File: config.mk
export PLATFORM = sky130hd
export DESIGN_NAME = http_chunk_size_line_parser_core_flat
export DESIGN_NICKNAME = d
export VERILOG_FILES = /design/src/design/hcsl_pkg.sv /design/src/design/hcsl_in_if.sv /design/src/design/hcsl_out_if.sv /design/src/design/http_chunk_size_line_parser_core.sv /design/src/design/hcsl_in_stage.sv /design/src/design/hcsl_parse.sv /design/src/design/hcsl_out_stage.sv /design/src/flat_wrapper.sv
export SDC_FILE = /design/constraint.sdc
export NUM_CORES = 1
export LEC_CHECK = 0
export ABC_AREA = 1
export BUFFER_PORTS_ARGS = -buffer_cell sky130_fd_sc_hd__clkbuf_2
export CORE_MARGIN = 2
export CORE_UTILIZATION = 39
export CTS_BUF_LIST = sky130_fd_sc_hd__clkbuf_16
export DETAILED_ROUTE_END_ITERATION = 12
export PLACE_DENSITY = 0.57
export SLEW_MARGIN = 25
export SYNTH_ARGS = -nofsm -noshare
export SYNTH_HDL_FRONTEND = slang
export SYNTH_SLANG_ARGS = --single-unit
File: constraint.sdc
create_clock -name i_clk -period 5.44 [get_ports i_clk]
set_clock_uncertainty 0.2 [all_clocks]
set_input_delay 0.816 -clock i_clk [delete_from_list [all_inputs] [get_ports i_clk]]
set_output_delay 0.816 -clock i_clk [all_outputs]
set_load 0.01 [all_outputs]
File: src/design/hcsl_pkg.sv
// ----------------------------------------------------------------------------
// hcsl_pkg: shared definitions for the chunk-size line parser
// Phase and status codes, character constants, item and result types, and
// the byte classifiers used by the extension grammar.
// ----------------------------------------------------------------------------
package hcsl_pkg;

    localparam int SIZE_BITS = 64;
    localparam int BYTE_W    = 8;
    localparam int STATUS_W  = 2;
    localparam int CHUNK_W   = 64;
    localparam int PHASE_W   = 4;
    localparam int NIBBLE_W  = 4;

    // parser phases
    localparam logic [PHASE_W-1:0] PH_HEX        = 4'd0;
    localparam logic [PHASE_W-1:0] PH_START      = 4'd1;
    localparam logic [PHASE_W-1:0] PH_NAME_WAIT  = 4'd2;
    localparam logic [PHASE_W-1:0] PH_NAME       = 4'd3;
    localparam logic [PHASE_W-1:0] PH_NAME_AFTER = 4'd4;
    localparam logic [PHASE_W-1:0] PH_VAL_WAIT   = 4'd5;
    localparam logic [PHASE_W-1:0] PH_VAL_TOKEN  = 4'd6;
    localparam logic [PHASE_W-1:0] PH_QUOTED     = 4'd7;
    localparam logic [PHASE_W-1:0] PH_ESCAPE     = 4'd8;
    localparam logic [PHASE_W-1:0] PH_VAL_AFTER  = 4'd9;

    // result status codes
    localparam logic [STATUS_W-1:0] ST_OK       = 2'd0;
    localparam logic [STATUS_W-1:0] ST_NODIGIT  = 2'd1;
    localparam logic [STATUS_W-1:0] ST_BADEXT   = 2'd2;
    localparam logic [STATUS_W-1:0] ST_OVERFLOW = 2'd3;

    // characters of the grammar
    localparam logic [BYTE_W-1:0] CH_TAB    = 8'h09;
    localparam logic [BYTE_W-1:0] CH_SPACE  = 8'h20;
    localparam logic [BYTE_W-1:0] CH_DQUOTE = 8'h22;
    localparam logic [BYTE_W-1:0] CH_SEMI   = 8'h3B;
    localparam logic [BYTE_W-1:0] CH_EQUALS = 8'h3D;
    localparam logic [BYTE_W-1:0] CH_BSLASH = 8'h5C;
    localparam logic [BYTE_W-1:0] CH_DEL    = 8'h7F;

    typedef struct packed {
        logic [BYTE_W-1:0] data_byte;
        logic              line_end;
    } t_item;

    typedef struct packed {
        logic [STATUS_W-1:0] status;
        logic [CHUNK_W-1:0]  chunk_size;
    } t_result;

    typedef struct packed {
        logic               bad;
        logic [PHASE_W-1:0] phase;
    } t_ext;

    function automatic logic is_hex(input logic [BYTE_W-1:0] c);
        return (c >= "0" && c <= "9") || (c >= "a" && c <= "f") ||
               (c >= "A" && c <= "F");
    endfunction

    function automatic logic [NIBBLE_W-1:0] hex_val(input logic [BYTE_W-1:0] c);
        logic [BYTE_W-1:0] v;
        if (c >= "a" && c <= "f") begin
            v = c - "a" + 8'd10;
        end else if (c >= "A" && c <= "F") begin
            v = c - "A" + 8'd10;
        end else begin
            v = c - "0";
        end
        return v[NIBBLE_W-1:0];
    endfunction

    function automatic logic is_tchar(input logic [BYTE_W-1:0] c);
        logic r;
        r = (c >= "0" && c <= "9") || (c >= "a" && c <= "z") ||
            (c >= "A" && c <= "Z");
        case (c)
            "!", "#", "$", "%", "&", "'", "*", "+", "-", ".", "^", "_", 8'h60,
            "|", "~": r = 1'b1;
            default: ;
        endcase
        return r;
    endfunction

    function automatic logic is_bws(input logic [BYTE_W-1:0] c);
        return (c == CH_SPACE) || (c == CH_TAB);
    endfunction

    // next extension phase for one byte; bad set when the byte breaks the grammar
    function automatic t_ext ext_step(input logic [PHASE_W-1:0] ph,
                                      input logic [BYTE_W-1:0] c);
        t_ext r;
        r.bad   = 1'b0;
        r.phase = ph;
        case (ph)
            PH_START: begin
                if (is_bws(c))         r.phase = PH_START;
                else if (c == CH_SEMI) r.phase = PH_NAME_WAIT;
                else                   r.bad   = 1'b1;
            end
            PH_NAME_WAIT: begin
                if (is_bws(c))        r.phase = PH_NAME_WAIT;
                else if (is_tchar(c)) r.phase = PH_NAME;
                else                  r.bad   = 1'b1;
            end
            PH_NAME: begin
                if (is_tchar(c))         r.phase = PH_NAME;
                else if (is_bws(c))      r.phase = PH_NAME_AFTER;
                else if (c == CH_SEMI)   r.phase = PH_NAME_WAIT;
                else if (c == CH_EQUALS) r.phase = PH_VAL_WAIT;
                else                     r.bad   = 1'b1;
            end
            PH_NAME_AFTER: begin
                if (is_bws(c))           r.phase = PH_NAME_AFTER;
                else if (c == CH_SEMI)   r.phase = PH_NAME_WAIT;
                else if (c == CH_EQUALS) r.phase = PH_VAL_WAIT;
                else                     r.bad   = 1'b1;
            end
            PH_VAL_WAIT: begin
                if (is_bws(c))           r.phase = PH_VAL_WAIT;
                else if (c == CH_DQUOTE) r.phase = PH_QUOTED;
                else if (is_tchar(c))    r.phase = PH_VAL_TOKEN;
                else                     r.bad   = 1'b1;
            end
            PH_VAL_TOKEN: begin
                if (is_tchar(c))       r.phase = PH_VAL_TOKEN;
                else if (is_bws(c))    r.phase = PH_VAL_AFTER;
                else if (c == CH_SEMI) r.phase = PH_NAME_WAIT;
                else                   r.bad   = 1'b1;
            end
            PH_QUOTED: begin
                if (c == CH_DQUOTE)      r.phase = PH_VAL_AFTER;
                else if (c == CH_BSLASH) r.phase = PH_ESCAPE;
                else if (c == CH_DEL || (c < CH_SPACE && c != CH_TAB)) r.bad = 1'b1;
                else                     r.phase = PH_QUOTED;
            end
            PH_ESCAPE: begin
                if (c == CH_DEL || c < CH_SPACE) r.bad   = 1'b1;
                else                             r.phase = PH_QUOTED;
            end
            PH_VAL_AFTER: begin
                if (is_bws(c))         r.phase = PH_VAL_AFTER;
                else if (c == CH_SEMI) r.phase = PH_NAME_WAIT;
                else                   r.bad   = 1'b1;
            end
            default: r.bad = 1'b1;
        endcase
        return r;
    endfunction

    // phases in which the line may end cleanly
    function automatic logic end_ok(input logic [PHASE_W-1:0] ph);
        return (ph == PH_HEX) || (ph == PH_START) || (ph == PH_NAME) ||
               (ph == PH_NAME_AFTER) || (ph == PH_VAL_TOKEN) || (ph == PH_VAL_AFTER);
    endfunction

endpackage

File: src/design/hcsl_in_if.sv
// ----------------------------------------------------------------------------
// hcsl_in_if: byte request channel
// Valid/ready channel carrying one line byte or the end-of-line marker.
// ----------------------------------------------------------------------------
interface hcsl_in_if;
    import hcsl_pkg::*;

    logic              valid;
    logic              ready;
    logic [BYTE_W-1:0] data_byte;
    logic              line_end;

    modport source (output valid, output data_byte, output line_end, input ready);
    modport sink   (input valid, input data_byte, input line_end, output ready);
endinterface

File: src/design/hcsl_out_if.sv
// ----------------------------------------------------------------------------
// hcsl_out_if: result request channel
// Valid/ready channel carrying the status and chunk size of one line.
// ----------------------------------------------------------------------------
interface hcsl_out_if;
    import hcsl_pkg::*;

    logic                valid;
    logic                ready;
    logic [STATUS_W-1:0] status;
    logic [CHUNK_W-1:0]  chunk_size;

    modport source (output valid, output status, output chunk_size, input ready);
    modport sink   (input valid, input status, input chunk_size, output ready);
endinterface

File: src/design/http_chunk_size_line_parser_core.sv
// ----------------------------------------------------------------------------
// http_chunk_size_line_parser_core: HTTP/1.1 chunk-size line parser
// Send the bytes of one chunk-size line (no CR LF) on i_req, one request per
// byte with line_end low, then one request with line_end high. The block
// returns one result on o_rsp for each line: status (0 ok, 1 no hex digits,
// 2 bad extension, 3 size overflow) and chunk_size, zero on any error.
// Byte requests give no result.
// Throughput: one request per cycle, sustained while no line end waits on a
// held result; the per-byte state update is a single pass of logic between
// the input and result registers. A line's result is registered when its
// end-of-line request moves on from the input register.
// Reset: i_rst_n low on a clock edge empties both registers and returns the
// parser to the start of a line.
// Stall: while o_rsp is held, i_req keeps taking requests until the input
// register is full; bytes still advance the line state as long as no new
// result has to enter the occupied result register.
// ----------------------------------------------------------------------------
module http_chunk_size_line_parser_core (
    input  logic       i_clk,
    input  logic       i_rst_n,
    hcsl_in_if.sink    i_req,
    hcsl_out_if.source o_rsp
);
    import hcsl_pkg::*;

    logic    w_in_valid;
    t_item   w_item;
    logic    w_out_free;
    logic    w_advance;
    logic    w_fire;
    logic    w_res_valid;
    t_result w_res;

    // a byte moves on freely; a line end needs room in the result register
    assign w_advance = w_out_free || (w_in_valid && !w_item.line_end);
    assign w_fire    = w_in_valid && w_advance;

    hcsl_in_stage u_in (
        .i_clk     (i_clk),
        .i_rst_n   (i_rst_n),
        .i_req     (i_req),
        .i_advance (w_advance),
        .o_valid   (w_in_valid),
        .o_item    (w_item)
    );

    hcsl_parse u_parse (
        .i_clk       (i_clk),
        .i_rst_n     (i_rst_n),
        .i_fire      (w_fire),
        .i_item      (w_item),
        .o_res_valid (w_res_valid),
        .o_res       (w_res)
    );

    hcsl_out_stage u_out (
        .i_clk     (i_clk),
        .i_rst_n   (i_rst_n),
        .i_load    (w_res_valid),
        .i_res     (w_res),
        .o_advance (w_out_free),
        .o_rsp     (o_rsp)
    );
endmodule

File: src/design/hcsl_in_stage.sv
// ----------------------------------------------------------------------------
// hcsl_in_stage: input register
// Captures one request per cycle and holds it until the parser advances.
// ----------------------------------------------------------------------------
module hcsl_in_stage (
    input  logic          i_clk,
    input  logic          i_rst_n,
    hcsl_in_if.sink       i_req,
    input  logic          i_advance,
    output logic          o_valid,
    output hcsl_pkg::t_item o_item
);
    import hcsl_pkg::*;

    logic  r_valid;
    t_item r_item;
    logic  w_take;

    // accept when empty or when the held request moves on this cycle
    assign i_req.ready = !r_valid || i_advance;
    assign w_take      = i_req.valid && i_req.ready;

    // hold valid flag
    always_ff @(posedge i_clk) begin
        if (!i_rst_n) begin
            r_valid <= 1'b0;
        end else if (w_take) begin
            r_valid <= 1'b1;
        end else if (i_advance) begin
            r_valid <= 1'b0;
        end
    end

    // capture payload
    always_ff @(posedge i_clk) begin
        if (w_take) begin
            r_item.data_byte <= i_req.data_byte;
            r_item.line_end  <= i_req.line_end;
        end
    end

    assign o_valid = r_valid;
    assign o_item  = r_item;
endmodule

File: src/design/hcsl_parse.sv
// ----------------------------------------------------------------------------
// hcsl_parse: line state and per-byte update
// Gathers hex digits, walks the extension grammar and forms the result on
// the end-of-line marker, then returns to the start-of-line state.
// ----------------------------------------------------------------------------
module hcsl_parse (
    input  logic              i_clk,
    input  logic              i_rst_n,
    input  logic              i_fire,
    input  hcsl_pkg::t_item   i_item,
    output logic              o_res_valid,
    output hcsl_pkg::t_result o_res
);
    import hcsl_pkg::*;

    logic [PHASE_W-1:0]   r_phase,  n_phase;
    logic [SIZE_BITS-1:0] r_accum,  n_accum;
    logic                 r_digit,  n_digit;
    logic [STATUS_W-1:0]  r_err,    n_err;

    logic [BYTE_W-1:0]    w_c;
    t_ext                 w_ext;
    logic [STATUS_W-1:0]  w_status;

    assign w_c   = i_item.data_byte;
    // a non-digit in the hex phase is parsed as the first extension byte
    assign w_ext = ext_step((r_phase == PH_HEX) ? PH_START : r_phase, w_c);

    // status of the line as it stands
    always_comb begin
        w_status = r_err;
        if (r_err == ST_OK) begin
            if (!r_digit) begin
                w_status = ST_NODIGIT;
            end else if (!end_ok(r_phase)) begin
                w_status = ST_BADEXT;
            end
        end
    end

    // next state for one byte or line end
    always_comb begin
        n_phase = r_phase;
        n_accum = r_accum;
        n_digit = r_digit;
        n_err   = r_err;
        if (i_item.line_end) begin
            n_phase = PH_HEX;
            n_accum = '0;
            n_digit = 1'b0;
            n_err   = ST_OK;
        end else if (r_err == ST_OK) begin
            if (r_phase == PH_HEX && is_hex(w_c)) begin
                if (|r_accum[SIZE_BITS-1 -: NIBBLE_W]) begin
                    n_err = ST_OVERFLOW;
                end else begin
                    n_accum = {r_accum[SIZE_BITS-NIBBLE_W-1:0], hex_val(w_c)};
                    n_digit = 1'b1;
                end
            end else if (r_phase == PH_HEX && !r_digit) begin
                n_err = ST_NODIGIT;
            end else if (w_ext.bad) begin
                n_err = ST_BADEXT;
            end else begin
                n_phase = w_ext.phase;
            end
        end
    end

    // advance line state
    always_ff @(posedge i_clk) begin
        if (!i_rst_n) begin
            r_phase <= PH_HEX;
            r_accum <= '0;
            r_digit <= 1'b0;
            r_err   <= ST_OK;
        end else if (i_fire) begin
            r_phase <= n_phase;
            r_accum <= n_accum;
            r_digit <= n_digit;
            r_err   <= n_err;
        end
    end

    assign o_res_valid      = i_fire && i_item.line_end;
    assign o_res.status     = w_status;
    assign o_res.chunk_size = (w_status == ST_OK) ? CHUNK_W'(r_accum) : '0;
endmodule

File: src/design/hcsl_out_stage.sv
// ----------------------------------------------------------------------------
// hcsl_out_stage: result register
// Holds one result until the receiver takes it and reports when the
// pipeline may advance.
// ----------------------------------------------------------------------------
module hcsl_out_stage (
    input  logic              i_clk,
    input  logic              i_rst_n,
    input  logic              i_load,
    input  hcsl_pkg::t_result i_res,
    output logic              o_advance,
    hcsl_out_if.source        o_rsp
);
    import hcsl_pkg::*;

    logic    r_valid;
    t_result r_res;

    // advance while the register is empty or being drained
    assign o_advance = !r_valid || o_rsp.ready;

    // hold valid flag
    always_ff @(posedge i_clk) begin
        if (!i_rst_n) begin
            r_valid <= 1'b0;
        end else if (o_advance) begin
            r_valid <= i_load;
        end
    end

    // capture result
    always_ff @(posedge i_clk) begin
        if (o_advance && i_load) begin
            r_res <= i_res;
        end
    end

    assign o_rsp.valid      = r_valid;
    assign o_rsp.status     = r_res.status;
    assign o_rsp.chunk_size = r_res.chunk_size;
endmodule

File: src/flat_wrapper.sv
// flat-port wrapper written by rule: the top's interface ports become plain ports
module http_chunk_size_line_parser_core_flat import hcsl_pkg::*;
  (i_clk, i_rst_n, i_req_valid, i_req_data_byte, i_req_line_end, i_req_ready, o_rsp_valid, o_rsp_status, o_rsp_chunk_size, o_rsp_ready);
  hcsl_in_if i_req_i ();
  hcsl_out_if o_rsp_i ();
  input  logic i_clk;
  input  logic i_rst_n;
  input wire logic [$bits(i_req_i.valid)-1:0] i_req_valid;
  input wire logic [$bits(i_req_i.data_byte)-1:0] i_req_data_byte;
  input wire logic [$bits(i_req_i.line_end)-1:0] i_req_line_end;
  output wire logic [$bits(i_req_i.ready)-1:0] i_req_ready;
  output wire logic [$bits(o_rsp_i.valid)-1:0] o_rsp_valid;
  output wire logic [$bits(o_rsp_i.status)-1:0] o_rsp_status;
  output wire logic [$bits(o_rsp_i.chunk_size)-1:0] o_rsp_chunk_size;
  input wire logic [$bits(o_rsp_i.ready)-1:0] o_rsp_ready;
  assign i_req_i.valid = i_req_valid;
  assign i_req_i.data_byte = i_req_data_byte;
  assign i_req_i.line_end = i_req_line_end;
  assign i_req_ready = i_req_i.ready;
  assign o_rsp_valid = o_rsp_i.valid;
  assign o_rsp_status = o_rsp_i.status;
  assign o_rsp_chunk_size = o_rsp_i.chunk_size;
  assign o_rsp_i.ready = o_rsp_ready;
  http_chunk_size_line_parser_core u_core (.i_clk(i_clk), .i_rst_n(i_rst_n), .i_req(i_req_i), .o_rsp(o_rsp_i));
endmodule
======== After elaboration in Yosys (flattened, before gate mapping) ========
Cells that the tools add are included.
storage, ports and cells
  bits in latches ......................... 0
  memories kept ........................... 0
  register bits after elaboration ......... 148
  bits of input ports ..................... 13
  memory bits (read-only) ................. 0
  output and inout port bits .............. 68
  logic and storage cells ................. 181
  RAM bits ................................ 0
operators by class
  bitwise gates (word level) .............. 0
  multiplexer cells ....................... 70
  reductions and logical operators ........ 45
  shift-type cells ........................ 0
  divide/modulo/power cells ............... 0
  $lt $le $gt $ge ......................... 9
  add/subtract/negate cells ............... 5
  eq/ne operators ......................... 42
  multipliers ............................. 0
operators with widths
  operator             count
  $mux 64              4
  $eq 8x6->1 const B   14
  $mux 4               25
  $eq 8x7->1 const B   7
  $pmux 4 s9           1
  $le 8x7->1 const B   4
  $mux 1               30
  $eq 4x3->1 const B   6
  $mux 2               9
  $ge 8x7->1 const B   2
  $logic_or 1x1->1     15
  $reduce_or 15->1     1
  $logic_and 1x1->1    13
  $eq 4x2->1 const B   3
  $eq 4x4->1 const B   3
  $sub 4x1->4 const B  3
  $add 4x4->4 const B  2
  $eq 4x1->1 const B   2
  $eq 8x4->1 const B   1
  $ge 8x6->1 const B   1
  $le 8x6->1 const B   1
  $lt 8x6->1 const B   1
  $ne 2x1->1 const B   4
  $ne 8x4->1 const B   1
  other kinds (11)     18

======== Depth between registers and ports, before layout ========
Gate-level depths: netlist (run 1).
  word-level depth ........................ 17
  depth in mapped cells ................... 18
  gate-level depth less buffers ........... 18

======== By module ========
Synthesis (run 1) repeated with hierarchy kept, for this count alone.
second synthesis, totals
  cell total of the unflattened synthesis .. 784
  area, all modules ....................... 6631.4 um^2
by module, submodules not included
  module                            area each (um^2)  cells an instance  instances  sequential area each (um^2)
  hcsl_parse                        4251.6            691                1          1421.4
  hcsl_out_stage                    2033.2            73                 1          2001.9
  hcsl_in_stage                     321.6             16                 1          290.3
  http_chunk_size_line_parser_core  25.0              4                  1          0.0

======== Worst setup path before layout (run 1) ========
Ideal clock, no wire load.
  path type ............................... in2reg
  from .................................... input o_rsp_ready
  to ...................................... register u_core.u_out.r_res, in the netlist u_core.u_out.o_rsp.chunk_size[0], enable pin
  data required time ...................... 4.819 ns
  stages on the path ...................... 6
  library setup time ...................... 0.421 ns
  buffers on the path ..................... 0
  arrival time ............................ 2.457 ns
  setup slack ............................. 2.362 ns
  cell sequence ........................... inv_1 nand2_1 o21ai_0 inv_1 nand2_1 inv_1
between the ends
  cells in the longest elaborated chain, start to end .. 5
RTL lines
  what                  line                                    text
  start, declared       flat_wrapper.sv:15                      input wire logic [$bits(o_rsp_i.ready)-1:0] o_rsp_ready;
  $logic_or 1x1->1 *    hcsl_out_stage.sv:20                    assign o_advance = !r_valid || o_rsp.ready;
  $logic_or 1x1->1      http_chunk_size_line_parser_core.sv:35  assign w_advance = w_out_free || (w_in_valid && !w_item.line_end);
  $logic_and 1x1->1     http_chunk_size_line_parser_core.sv:36  assign w_fire = w_in_valid && w_advance;
  $logic_and 1x1->1     hcsl_parse.sv:85                        assign o_res_valid = i_fire && i_item.line_end;
  $logic_and 1x1->1 *   hcsl_out_stage.sv:33                    if (o_advance && i_load) begin
  end signal, assigned  hcsl_out_stage.sv:34                    r_res <= i_res;
  end, declared         hcsl_out_stage.sv:17                    t_result r_res;
Every way passes the cells marked *; elsewhere a longest branch is shown, timed or not.
A chain may end at the register's enable or synchronous reset.

======== Worst setup path after layout (run 1) ========
  from .................................... register u_core.u_in.r_item, in the netlist u_core.u_in.o_item[0]
  to ...................................... register u_core.u_out.r_res, in the netlist u_core.u_out.o_rsp.chunk_size[18], enable pin
between the ends
  cells in the longest elaborated chain, start to end .. 6
RTL lines
  what                 line                                    text
  start, declared      hcsl_in_stage.sv:16                     t_item r_item;
  $logic_not 1->1      http_chunk_size_line_parser_core.sv:35
  $logic_and 1x1->1    http_chunk_size_line_parser_core.sv:35
  $logic_or 1x1->1     http_chunk_size_line_parser_core.sv:35
  $logic_and 1x1->1    http_chunk_size_line_parser_core.sv:36
  $logic_and 1x1->1 *  hcsl_parse.sv:85
  $logic_and 1x1->1 *  hcsl_out_stage.sv:33
Marked as above.

==> impl_metrics.ini, run 1 <==
[outcome]
outcome = finished clean

[sta]
final.period_utilization_pct = 59.6
tns_ns = 0
maxSlewHeadroom_pct = 47.5
worst_slew_pin_slew_ns = 0.787
slew_viol_final = 0
hold_viol = 0
setup_viol = 0
timing.final.crit_period_ns = 3.24
max_freq_ghz = 0.309
grt_setup_unrepaired = false
holdWs_ns = 0.284

[cts]
clk_latency_ns = 0.42
cts_resized = 0
clk_path_buf_depth = 2
clk_pin_slew_ns = 0.06
cts_tree = built
hold_buffers = 0
h-tree-depth = 4
post-cts-setup-buffers = 0
cts_num_sinks = 148
numCtsBuffers = 17
clock_tree.root_cell = clkbuf_16

[final_layout]
n_antenna_cell = 0
layout_commonest_cell = nand2_1
final_cell_mix = nand2_1, inv_1, nor2_1, nand3_1, a21oi_1
fill_cells = 1662
seqCellArea_mm2 = 0.00371
area_growth_pct = 16.1
multiInputGateArea_mm2 = 0.00233
nets = 886
fin_util_pct = 46.6
fin_area_mm2 = 0.00775
drive_above_1_share_pct = 16.7

[logic_synthesis]
syn_nets = 822
synth_seq_cells = 148
netlist-cell-type-count = 34
synth_cells = 804
seq_area_frac_synth_pct = 55.6
yosysWarnings = 0
synth_area_mm2 = 0.00667
synth.avg_cell_area_um2 = 8.30

[global_route]
grt_pass1_wl_mm = 23.8
grt_pass1_vias = 4836
grt_use_total_pct = 16.3
antenna_found_initial = 0
grt-ovfl-total = 0
grt_max_degree = 75

[routing]
drt_drc_violations_left = 0
vias = 5271
viasPerCell = 4.79
dr.first_iter.drc_count = 434
wl_mm = 14.3
avgRoutedWirePerCell_um = 13.0
dr.pass1.iters = 5
ant_nets = 0

[critical_path]
worst_setup_path_start_kind = flip-flop
crit_arrival_ns = 3.11
crit_fanout = 74
timing_worst_setup_path_type = reg -> reg
reg2reg_slack_ns = 2.20
required_ns = 5.31
cp-end-kind = flip-flop

[floorplan]
die_y_um = 135
core_area_mm2 = 0.0166
placement_rows = 47
die_area_mm2 = 0.0182
die_w_um = 135
start_util_pct = 40.1
num_io_pins = 81

[power_and_ir_drop]
intPower_uw = 1920
leakage_uw = 0.00289
combPwrFrac_pct = 7.9
p_sw_uw = 626
powerDensity_mw_per_mm2 = 328
ir_worst_vdd_mv = 0.221
p_seq_share_pct = 47.4
power_frac_clock_pct = 44.8
swShare_pct = 24.6
power.total_uw = 2540

[placement]
place_hpwl_mm = 9.43
io_buffers = 80
gp_congestion = 0.888
place_area_mm2 = 0.00717

[flow_run]
drv_cap = 0

[hold_path]
hold_class = reg -> reg
-- cell usage after synthesis (all sizes together) --
cell	instances	area share, %
nor4	1	0.094
nand4	5	0.47
clkbuf	14	0.79
or2	1	0.094
ha	5	0.94
a21oi	82	6.1
o21a	1	0.11
inv	110	6.2
o21bai	1	0.11
xor2	1	0.13
edfxtp	75	34
buf	25	2.5
a211oi	1	0.11
o211ai	2	0.22
nor2	113	6.9
nor3	6	0.52
a21boi	1	0.11
nand3	97	7.5
nand2	172	10
a31o	1	0.13
o21ai	16	1.2
dfxtp	73	22
clkinv	1	0.056
-- path summary, 6_finish.rpt --
check,startpoint,to,cells past startpoint
setup / recovery,u_core.u_in.o_item[0],u_core.u_out.o_rsp.chunk_size[18],7
hold / removal,u_core.u_parse.r_accum[61],u_core.u_parse.r_accum[61],2
hold reg to reg,u_core.u_parse.r_accum[61],u_core.u_parse.r_accum[61],2
setup reg to reg,u_core.u_in.o_item[0],u_core.u_out.o_rsp.chunk_size[18],7
-- power by group through the flow --
stage / clock [µW] / combinational, µW / sequential (µW)
final: 1140 / 200 / 1200
after global routing: 1210 / 226 / 1210
after CTS: 1160 / 201 / 1200
after detailed placement: 0 / 200 / 1230
after global placement: 0 / 201 / 1230
after floorplan: 0 / 155 / 1230
-- kinds of logic after synthesis --
kind of cell             share of synthesized area [%]
buffers and inverters                             9.52
adder cells (fa/ha/maj)                          0.937
flip-flops                                        55.6
XOR/XNOR                                         0.131
AO/OA/AOI/OAI                                     8.16
AND/OR/NAND/NOR                                   25.6
-- state kept, by name, indices dropped and copies added, names as in the netlist, 2 cells and up --
name	cells
u_core.u_out.o_rsp.chunk_size	64
u_core.u_parse.r_accum	64
u_core.u_in.o_item	9
u_core.u_parse.r_phase	4
u_core.u_out.o_rsp.status	2
u_core.u_parse.r_err	2
-- area by class of cell --
type / count / share of cell area (%)
sequential: 148 / 47.9
clock buffer: 17 / 5.49
tap: 220 / 3.55
clock inverter: 15 / 2.02
inverter: 111 / 5.41
multi-input combinational: 506 / 30.1
timing repair buffer: 84 / 5.55
-- per-stage QoR --
step	setup WS, ns	std cells
3_5_place_dp	2.15	1069
2_1_floorplan	2.36	804
5_1_grt	1.94	1101
3_3_place_gp	2.18	1069
6_report	2.20	1101
4_1_cts	2.14	1101
-- critical path, stage by stage (launching register included) --
cell and delay [ns]:
edfxtp_1 0.42, inv_2 0.06, buf_4 0.60, o21ai_0 0.29, inv_1 0.09, nand2_1 0.11
inv_2 0.60, buf_4 0.50
-- layer usage --
layer | global-route usage [%] | up-vias | routed length, µm
met5 | 0 | - | 0
met4 | 6.32 | 0 | 193
met3 | 3.49 | 16 | 667
met2 | 23.8 | 138 | 6300
met1 | 23.7 | 2383 | 7100
li1 | - | 2734 | -
(Power assumes the default switching activity.)
==> run 2, diff against run 1 <==
- clock period: 5.44 -> 3.05 ns (I/O delays scaled with it)
==> run 2 against run 1 <==
Global-route usage increased by 0.28 points. Die area unchanged. Power increased by 79%. Register-to-register slack got worse by 1.8 ns. Worst setup slack got worse by 1.8 ns. Sequential share of layout area decreased by 1.0 points. Count of clock-buffer cells in the layout unchanged. Combinational power increased by 92%. Worst hold slack got worse by 0.27 ns. Critical path depth increased by 7. Maximum frequency increased by 23%. First-iteration DRC count decreased by 8.1%. Critical endpoint is now u_core.u_parse.r_accum[32].
==> impl_metrics.ini, run 2 (synthesis gave the netlist of run 1 again) <==
[sta]
fin_ws_ns = 0.413
worst_slew_pin_slew_ns = 0.795
grt_setup_unrepaired = false
max_freq_ghz = 0.379
slew_viol_final = 0
final.period_utilization_pct = 86.5
setup_viol = 0
tns_ns = 0
hold_viol = 0
timing.final.crit_period_ns = 2.64
maxSlewHeadroom_pct = 47.0

[final_layout]
drive_above_1_share_pct = 17.2
layout_commonest_cell = nand2_1
finalNonFillerCells = 1114
fill_cells = 1613
n_antenna_cell = 0
area_growth_pct = 18.6
fin_area_mm2 = 0.00792
nets = 899
final_cell_mix = nand2_1, inv_1, nor2_1, nand3_1, a21oi_1
fin_util_pct = 47.6

[critical_path]
crit_fanout = 39
timing_worst_setup_path_type = reg -> reg
slowest_stage = edfxtp_1
reg2reg_slack_ns = 0.41
critPathLaunch = u_core.u_in.o_item[2]
required_ns = 3.20
crit_path_end = u_core.u_parse.r_accum[32]
path_common_cell = nand2_1
path_cells = inv_1, ha_1, inv_1, nand3_1, nand2_1, nand2_1, nand2_1, nand3_2, nand4_1, nand2_2, inv_2, buf_4, nand2_1, a21oi_1
worst_setup_path_start_kind = flip-flop
max_stage_delay_ns = 0.42
crit_arrival_ns = 2.79
reg2reg_from = u_core.u_in.o_item[2]
reg2reg_to = u_core.u_parse.r_accum[32]
reg2regPathDepth = 14
cp-end-kind = flip-flop

[global_route]
met2_usage_pct = 25.2
grt_pass1_wl_mm = 24.0
grt_pass1_vias = 4871
grt_use_total_pct = 16.6
use_met3_pct = 3.30
grt-ovfl-total = 0
gr-usage-met1_pct = 23.1
antenna_found_initial = 0
grt_max_degree = 74
grt.busiest_layer = met2

[power_and_ir_drop]
power_frac_clock_pct = 44.4
powerDensity_mw_per_mm2 = 576
ir_worst_vdd_mv = 0.391
leakage_uw = 0.00296
combPwrFrac_pct = 8.4
p_seq_share_pct = 47.2
intPower_uw = 3380
swShare_pct = 25.8
p_sw_uw = 1180

[cts]
clk_path_buf_depth = 2
cts_num_sinks = 148
clock_tree.root_cell = clkbuf_16
post-cts-setup-buffers = 0
numCtsBuffers = 17
h-tree-depth = 4
hold_buffers = 8
cts_resized = 0
clk_latency_ns = 0.42
cts_tree = built
clk_pin_slew_ns = 0.06

[floorplan]
core_area_mm2 = 0.0166
die_area_mm2 = 0.0182
num_io_pins = 81
placement_rows = 47
start_util_pct = 40.1
die_w_um = 135
die_y_um = 135

[placement]
io_buffers = 80
place_inst = 1074
pre_cts_slack_ns = 0.453
place_area_mm2 = 0.00726
gp_congestion = 0.945
place_hpwl_mm = 9.59

[routing]
avgRoutedWirePerCell_um = 12.9
viasPerCell = 4.75
drt_drc_violations_left = 0
dr.pass1.iters = 4
wl_mm = 14.4
ant_nets = 0
dr.first_iter.drc_count = 399
vias = 5295

[outcome]
outcome = finished clean

[hold_path]
hold_class = in -> reg
hp-start = i_req_data_byte[0]

[flow_run]
drv_cap = 0
## run 2: cell count changes in the layout (fill, tap and decap cells not counted), sizes merged
cell         delta
dlygate4sd3     +8
buf             +5
inv             +3
bufinv          -1
clkinv          -1
clkinvlp        -1
## run 2: worst max-delay path: cells and delay by family (launching register included)
family / cells / cell delay [ns]
and+or+nand+nor: 8 / 0.82
buffers and inverters: 4 / 0.68
DFF: 1 / 0.42
adders and majority gates: 1 / 0.25
AOI/OAI and AO/OA: 1 / 0.16
## run 2: through the flow
step / total power [µW] / hold WS [ns]
final: 4560 / 0.0164
after global routing: 4740 / 0.00594
after CTS: 4610 / 0.00431
after detailed placement: 2570 / 0.272
after global placement: 2580 / 0.270
after floorplan: 2470 / 0.256
## run 2: power by group through the flow
stage                     sequential (µW)  combinational, µW  clock [µW]
after floorplan                      2190                277           0
after global placement               2190                383           0
after detailed placement             2190                379           0
after CTS                            2150                388        2070
after global routing                 2150                434        2160
final                                2150                385        2020
## run 2: layout make-up
type,count,area (µm²),share of cell area (%)
clock inverters,15,146,1.85
flip-flops and latches,148,3710,46.9
well taps,220,275,3.48
clock buffers,17,425,5.37
repair buffers,97,611,7.71
multi-input cells,506,2330,29.4
inverters,111,417,5.26
## run 2: per-layer routing
layer / vias up / share of wire (%) / wire length, µm
li1: 2758 / - / -
met1: 2387 / 50 / 7140
met2: 133 / 45 / 6440
met3: 17 / 4.2 / 604
met4: 0 / 1.7 / 240
met5: - / 0 / 0
## run 2: worst min path at each step
stage,to,slack (ns),cells after the start
2_1_floorplan,u_core.u_parse.r_accum[62],0.26,2
3_3_place_gp,u_core.u_parse.r_accum[62],0.27,2
3_5_place_dp,u_core.u_parse.r_accum[62],0.27,2
4_1_cts,u_core.u_in.o_item[1],0.004,1
5_1_grt,u_core.u_in.o_item[1],0.006,1
6_report,u_core.u_in.o_item[1],0.02,1
